## config.mk

```make
export PLATFORM = sky130hd
export DESIGN_NAME = bblur_window
export DESIGN_NICKNAME = d
export VERILOG_FILES = /design/src/bblur_pkg.sv /design/src/bblur_window.sv
export SDC_FILE = /design/constraint.sdc
export NUM_CORES = 2
export LEC_CHECK = 0
export ABC_AREA = 1
export BUFFER_PORTS_ARGS = -buffer_cell sky130_fd_sc_hd__clkbuf_2
export CAP_MARGIN = 20
export CORE_ASPECT_RATIO = 0.5
export CORE_MARGIN = 3
export CORE_UTILIZATION = 50
export DETAILED_ROUTE_END_ITERATION = 10
export HOLD_SLACK_MARGIN = 0.05
export PLACE_DENSITY = 0.67
export SKIP_LAST_GASP = 1
export SLEW_MARGIN = 20
export SYNTH_ARGS = -nofsm -noshare
export SYNTH_HDL_FRONTEND = slang
export SYNTH_SLANG_ARGS = --single-unit
export TNS_END_PERCENT = 20
```

## constraint.sdc

```tcl
create_clock -name clock -period 30.3 [get_ports clock]
set_input_delay 4.545 -clock clock [delete_from_list [all_inputs] [get_ports clock]]
set_output_delay 4.545 -clock clock [all_outputs]
set_load 0.1 [all_outputs]
```

## src/bblur_pkg.sv

```systemverilog
// ----------------------------------------------------------------------------
// bblur_pkg
// Types, constants, the channel sum helpers and the divide-by-nine helper shared by the box blur.
// ----------------------------------------------------------------------------
package bblur_pkg;

   localparam int CH_W     = 16;
   localparam int SUM_W    = 20;   // nine 16-bit values
   localparam int CSR_IDX_W  = 1;
   localparam int CSR_DATA_W = 11;

   localparam logic [CSR_IDX_W-1:0] CSR_FRAME_WIDTH  = 1'd0;
   localparam logic [CSR_IDX_W-1:0] CSR_FRAME_HEIGHT = 1'd1;

   localparam int CFG_RESET_DIM = 256;

   // floor(x / 9) == (x * DIV9_MULT) >> DIV9_SHIFT for x below 2^21
   localparam int DIV9_SHIFT = 23;
   localparam logic [SUM_W-1:0] DIV9_MULT = 20'd932068;
   localparam int DIV9_PROD_W = 2 * SUM_W + 1;

   typedef struct packed {
      logic [CH_W-1:0] red;
      logic [CH_W-1:0] green;
      logic [CH_W-1:0] blue;
   } cell_type;

   typedef struct packed {
      cell_type upper;
      cell_type middle;
   } line_pair_type;

   typedef struct packed {
      cell_type up;
      cell_type md;
      cell_type dn;
   } column_type;

   typedef struct packed {
      logic [SUM_W-1:0] red;
      logic [SUM_W-1:0] green;
      logic [SUM_W-1:0] blue;
   } sum_type;

   typedef struct packed {
      logic advance;     // item leaves the work stage
      logic first_col;   // item sits in column zero
      logic last;        // item closes the frame
      logic clear;       // configuration write restarts the frame
   } win_ctl_type;

   function automatic sum_type column_sum(input column_type col);
      sum_type s;
      s.red   = SUM_W'(col.up.red)   + SUM_W'(col.md.red)   + SUM_W'(col.dn.red);
      s.green = SUM_W'(col.up.green) + SUM_W'(col.md.green) + SUM_W'(col.dn.green);
      s.blue  = SUM_W'(col.up.blue)  + SUM_W'(col.md.blue)  + SUM_W'(col.dn.blue);
      return s;
   endfunction

   function automatic sum_type sum_add(input sum_type a, input sum_type b);
      sum_type s;
      s.red   = a.red + b.red;
      s.green = a.green + b.green;
      s.blue  = a.blue + b.blue;
      return s;
   endfunction

   // round to nearest: (s + 4) / 9
   function automatic logic [CH_W-1:0] avg9(input logic [SUM_W-1:0] s);
      logic [SUM_W:0]         x;
      logic [DIV9_PROD_W-1:0] prod;
      x    = (SUM_W+1)'(s) + (SUM_W+1)'(4);
      prod = DIV9_PROD_W'(x) * DIV9_PROD_W'(DIV9_MULT);
      return prod[DIV9_SHIFT +: CH_W];
   endfunction

endpackage

```

## src/bblur_window.sv

```systemverilog
// ----------------------------------------------------------------------------
// bblur_window
// 3x3 window of columns, nine-cell channel sums and the rounded average.
// ----------------------------------------------------------------------------
module bblur_window (
   input  logic                  clock,
   input  logic                  reset,
   input  bblur_pkg::win_ctl_type ctl,
   input  bblur_pkg::column_type  new_col,
   output bblur_pkg::cell_type    avg
);
   import bblur_pkg::*;

   column_type win_ff [2];   // two older columns, index 1 newer
   column_type win_in [2];
   sum_type    sum_old;
   sum_type    sum_all;

   always_comb begin
      win_in = win_ff;
      if (ctl.clear) begin
         win_in[0] = '0;
         win_in[1] = '0;
      end else if (ctl.advance) begin
         if (ctl.last) begin
            win_in[0] = '0;
            win_in[1] = '0;
         end else if (ctl.first_col) begin
            win_in[0] = '0;
            win_in[1] = new_col;
         end else begin
            win_in[0] = win_ff[1];
            win_in[1] = new_col;
         end
      end
   end

   always_ff @(posedge clock) begin
      if (reset) begin
         win_ff[0] <= '0;
         win_ff[1] <= '0;
      end else begin
         win_ff <= win_in;
      end
   end

   // Column zero closes the previous row: its right neighbor is off frame.
   always_comb begin
      sum_old = sum_add(column_sum(win_ff[0]), column_sum(win_ff[1]));
      sum_all = ctl.first_col ? sum_old : sum_add(sum_old, column_sum(new_col));
      avg.red   = avg9(sum_all.red);
      avg.green = avg9(sum_all.green);
      avg.blue  = avg9(sum_all.blue);
   end

endmodule

```

* After elaboration in Yosys (flattened, before gate mapping)
Index checks and enable logic that the tools add are counted.
Storage, ports and cells: input bits 150, flip-flop bits (word level) 288, logic and storage cells 52, output and inout port bits 48
Operators by class: multipliers 3, multiplexer cells 3, add/subtract/negate cells 27, reductions and logical operators 1
Operators with widths (number):
- $mux 288 | 2
- $add 17x16->18 | 9
- $add 16x16->17 | 9
- $mul 21x18->37 const B | 3
- $add 20x3->21 const B | 3
- $add 19x18->20 | 3
- $mux 60 | 1
- $add 18x18->19 | 3
- $reduce_or 2->1 | 1

* Longest topological paths before layout
depth after elaboration 7, depth in mapped cells 59

* Worst setup path before layout
No wires, ideal clock.
path kind input to output, start point input port new_col[33] in the netlist's numbering, end point output port avg[38] in the netlist's numbering, arrival time 13.099 ns, required time 25.755 ns, path buffers 0, path slack 12.656 ns, stages on the path 34, path through fa_1 inv_1 fa_1 inv_1 ha_1 fa_1 inv_1 o21a_1 a21oi_2 nand3_1 nor2_1 nand3_2 nor2_4 nand4_1 xor2_1 inv_1 fa_1 inv_1 ha_1 inv_1 fa_1 fa_1 inv_1 fa_1 inv_1 fa_1 inv_1 ha_1 nand2_1 nor2_1 inv_1 o21ai_0 a21oi_1 xnor2_1
RTL lines:
- start: declaration | line bblur_window.sv:9 | input bblur_pkg::column_type new_col,
- end: declaration | line bblur_window.sv:10 | output bblur_pkg::cell_type avg

==> reports/qor.log <==
qor: setup_path.crit_top_cell inv_1
qor: setup_path.critPathLaunchType primary input
qor: routing.routed-via-count 36,000
qor: timing.finalSetupViolCount 0
qor: setup_path.critical_path.slowest_cell fa_1
qor: flow_run.cap_violations 0
qor: grt.grt_pass1_wl 185,000 um
qor: timing.timing.final.crit_share 58.7%
qor: cells_and_area.num-nets-final 6,996
qor: timing.max_slew.worst_pin.slew 1.05 ns
qor: grt.first_global_vias 36,600
qor: cells_and_area.area_growth 6.97%
qor: routing.via_per_inst 5.23
qor: placement.placed_cells 6,834
qor: placement.placed_cell_area 0.0448 sq mm
qor: setup_path.rr_worst_depth 3
qor: clock_network.cts_made_buffers 31
qor: yosys.postSynthRegisterBits 288
qor: timing.rsz_0062_raised_after_global_routing no
qor: setup_path.timing.critical_path.required 25.76 ns
qor: yosys.synth_warnings 0
qor: worst_hold_path.min_delay_path_depth 2
qor: yosys.async_flop_share 0%
qor: cells_and_area.biggestRegsByFlops win_ff x288
qor: clock_network.clock_tree_from_tritoncts done
qor: routing.route.final.wire_length 112,000 um
qor: timing.final_period_minus_worst_setup_slack 17.79 ns
qor: status.status finished, final reports clean
qor: floorplanning.die_w 420 um
qor: clock_network.cts_resized 0
qor: cells_and_area.num_antenna_cells 0
qor: cells_and_area.finalNonFillerCells 6,891
qor: worst_hold_path.timing.hold.worst.class reg2reg
qor: routing.drt_first_pass_iters 6
qor: timing.finalSetupTns 0 ns
qor: setup_path.worst-setup-path-type in2out
qor: grt.gr-total-overflow 0
qor: timing.hold_violations_final 0
qor: floorplanning.ios 198
qor: routing.detail-route-antenna-nets 0
qor: floorplanning.die_y 213 um
qor: placement.globalplace.congestion 0.935
qor: yosys.ys_dominant_reg_cell dfxtp_1
qor: routing.dr.first_iter.drc_count 2,134
qor: timing.clock.fmax 56.2 MHz
qor: setup_path.worstPathArrival 13.25 ns
qor: yosys.synth_cell_type_count 57
qor: routing.remaining_drc_errors 0
qor: clock_network.clkSinkCount 288
qor: floorplanning.core_area 0.0844 sq mm
qor: clock_network.clk_root_buffer_cell clkbuf_16
qor: placement.dp_hpwl 95,700 um
qor: setup_path.timing.critical_path.fanout_max 5
qor: cells_and_area.regMostFlops win_ff
qor: timing.final.setup_skew 0.00805 ns
qor: timing.relative_slew_slack 30.2%
qor: floorplanning.std_cell_rows 75
qor: clock_network.cts.clk_slew.worst_paths 0.06 ns
qor: floorplanning.initial_standard_cell_utilization_of_the_core 50.7%
qor: clock_network.cts_hold_buf 0
qor: timing.final.hold.worst_slack 0.464 ns
qor: cells_and_area.largest_reg_flops 288
qor: setup_path.cp-end-kind output pin
qor: timing.final_max_slew_viol_count 0
qor: grt.initial_antenna_violation_count 0
qor: clock_network.latest_clock_arrival_within_the_worst_skew_pair 0.58 ns
qor: grt.overall_routing_resource_usage 25.4%
qor: routing.detail_route.wl_per_cell 16.3 um
qor: cells_and_area.final_layout_size_suffix_gt1_share 6.65%
qor: yosys.syn-mean-instance-area 7.60 sq um
qor: clock_network.post-cts-setup-buffer-count 0
qor: yosys.ys_seq_area_share 13.5%
qor: floorplanning.floorplan.die_area 0.0894 sq mm
qor: yosys.number_of_synthesized_flops_with_an_enable_pin 0
qor: clock_network.cts_max_path_buffers 3
qor: clock_network.clock_tree.htree_level_count 1
qor: yosys.synthesis.area 0.0428 sq mm
qor: grt.maximum_number_of_pins_on_one_net_before_global_route_repair 140
qor: setup_path.cpPeakStageDelay 0.56 ns
qor: placement.place.port_buffers 197
qor: cells_and_area.design_area 0.0458 sq mm
qor: yosys.postSynthCellCount 5,633
kinds of logic (layout without fill, tap and decap cells):
group / after synthesis / in the layout / synth area share (%)
fa+ha+maj: 1095 / 1095 / 41.8
xor+xnor: 100 / 100 / 2.06
other cells: 2 / 21 / 0.0175
simple gates: 1852 / 1852 / 19.1
compound gates: 816 / 816 / 10.3
buf+inv: 1480 / 1603 / 13.2
flops: 288 / 288 / 13.5
final cells by class:
class                      instances  area (sq um)
clock inverter                    17           148
tap                             1116          1400
sequential                       288          5770
inverter                        1340          5050
clock buffer                      40           890
fill                            8101         38600
timing repair buffer             206          1070
multi-input combinational       3884         31500
placed cells by master, fill, tap and decap left out, types with 16 or more instances in the layout:
cell,synthesis,routed
clkbuf_2,0,196
nor3_1,23,23
nand2_1,1015,1015
nor2_4,14,16
clkbuf_16,0,31
inv_1,1326,1325
nand2_2,31,31
a31oi_1,18,18
fa_1,559,559
a211oi_1,46,46
xor2_1,67,67
o21a_1,21,21
nand3_2,19,19
nand4_1,61,61
dfxtp_1,288,288
nor2_1,221,219
xnor2_1,32,32
ha_1,536,536
a21oi_1,485,485
o21ai_0,188,188
conb_1,2,21
nand3_1,406,406
worst max-delay path: cells and delay by family:
kind	cells	cell delay, ns
compound gates	6	1.17
simple gates	6	0.92
fa+ha+maj	11	4.86
buf+inv	11	1.13
xor+xnor	2	0.63
metrics by stage:
step	util (%)	setup slack [ns]
floorplan	-	12.66
global placement	53.0	12.55
detailed placement	53.0	12.46
CTS	54.3	12.46
global route	54.3	11.90
finish	54.3	12.51
layer usage:
layer	share of wire, %	up-vias	wire (um)	GRT usage (%)
li1	-	17800	-	-
met4	2.6	0	2910	6.09
met2	48	787	53500	44.5
met3	4.0	150	4480	1.92
met5	0	-	0	0
met1	46	17300	51300	34.3
final timing paths:
path                                          startpoint                       end  slack (ns)
worst max-delay path                         new_col[33]                   avg[44]       12.51
worst min-delay path            win_ff[117]$_SDFFE_PP0P_  win_ff[261]$_SDFFE_PP0P_        0.46
worst max register to register  win_ff[113]$_SDFFE_PP0P_  win_ff[113]$_SDFFE_PP0P_       29.44
worst min register to register  win_ff[117]$_SDFFE_PP0P_  win_ff[261]$_SDFFE_PP0P_        0.46
cells in the mapped netlist (9+ instances only):
cell | instances | area, sq um
xnor2_1 | 32 | 280
or2_2 | 15 | 93.8
a21o_1 | 13 | 97.6
xor2_1 | 67 | 587
o21ai_1 | 11 | 55.1
nor2_1 | 221 | 830
nand2_2 | 31 | 194
nand4_1 | 61 | 382
o21a_1 | 21 | 158
nor2_4 | 14 | 158
buf_1 | 9 | 33.8
a31oi_1 | 18 | 113
inv_1 | 1326 | 4980
nand3_1 | 406 | 2030
a21oi_1 | 485 | 2430
and2_1 | 14 | 87.6
o21ai_0 | 188 | 941
nand2_1 | 1015 | 3810
ha_1 | 536 | 6710
a211oi_1 | 46 | 345
nor3_1 | 23 | 115
buf_2 | 13 | 65.1
dfxtp_1 | 288 | 5770
nor2_2 | 10 | 62.6
inv_2 | 12 | 45.0
fa_1 | 559 | 11200
nand3_2 | 19 | 190
clkbuf_1 | 109 | 409
Power is not shown: default switching activity piles up to over one toggle a cycle in this logic, so the estimate is an artifact.
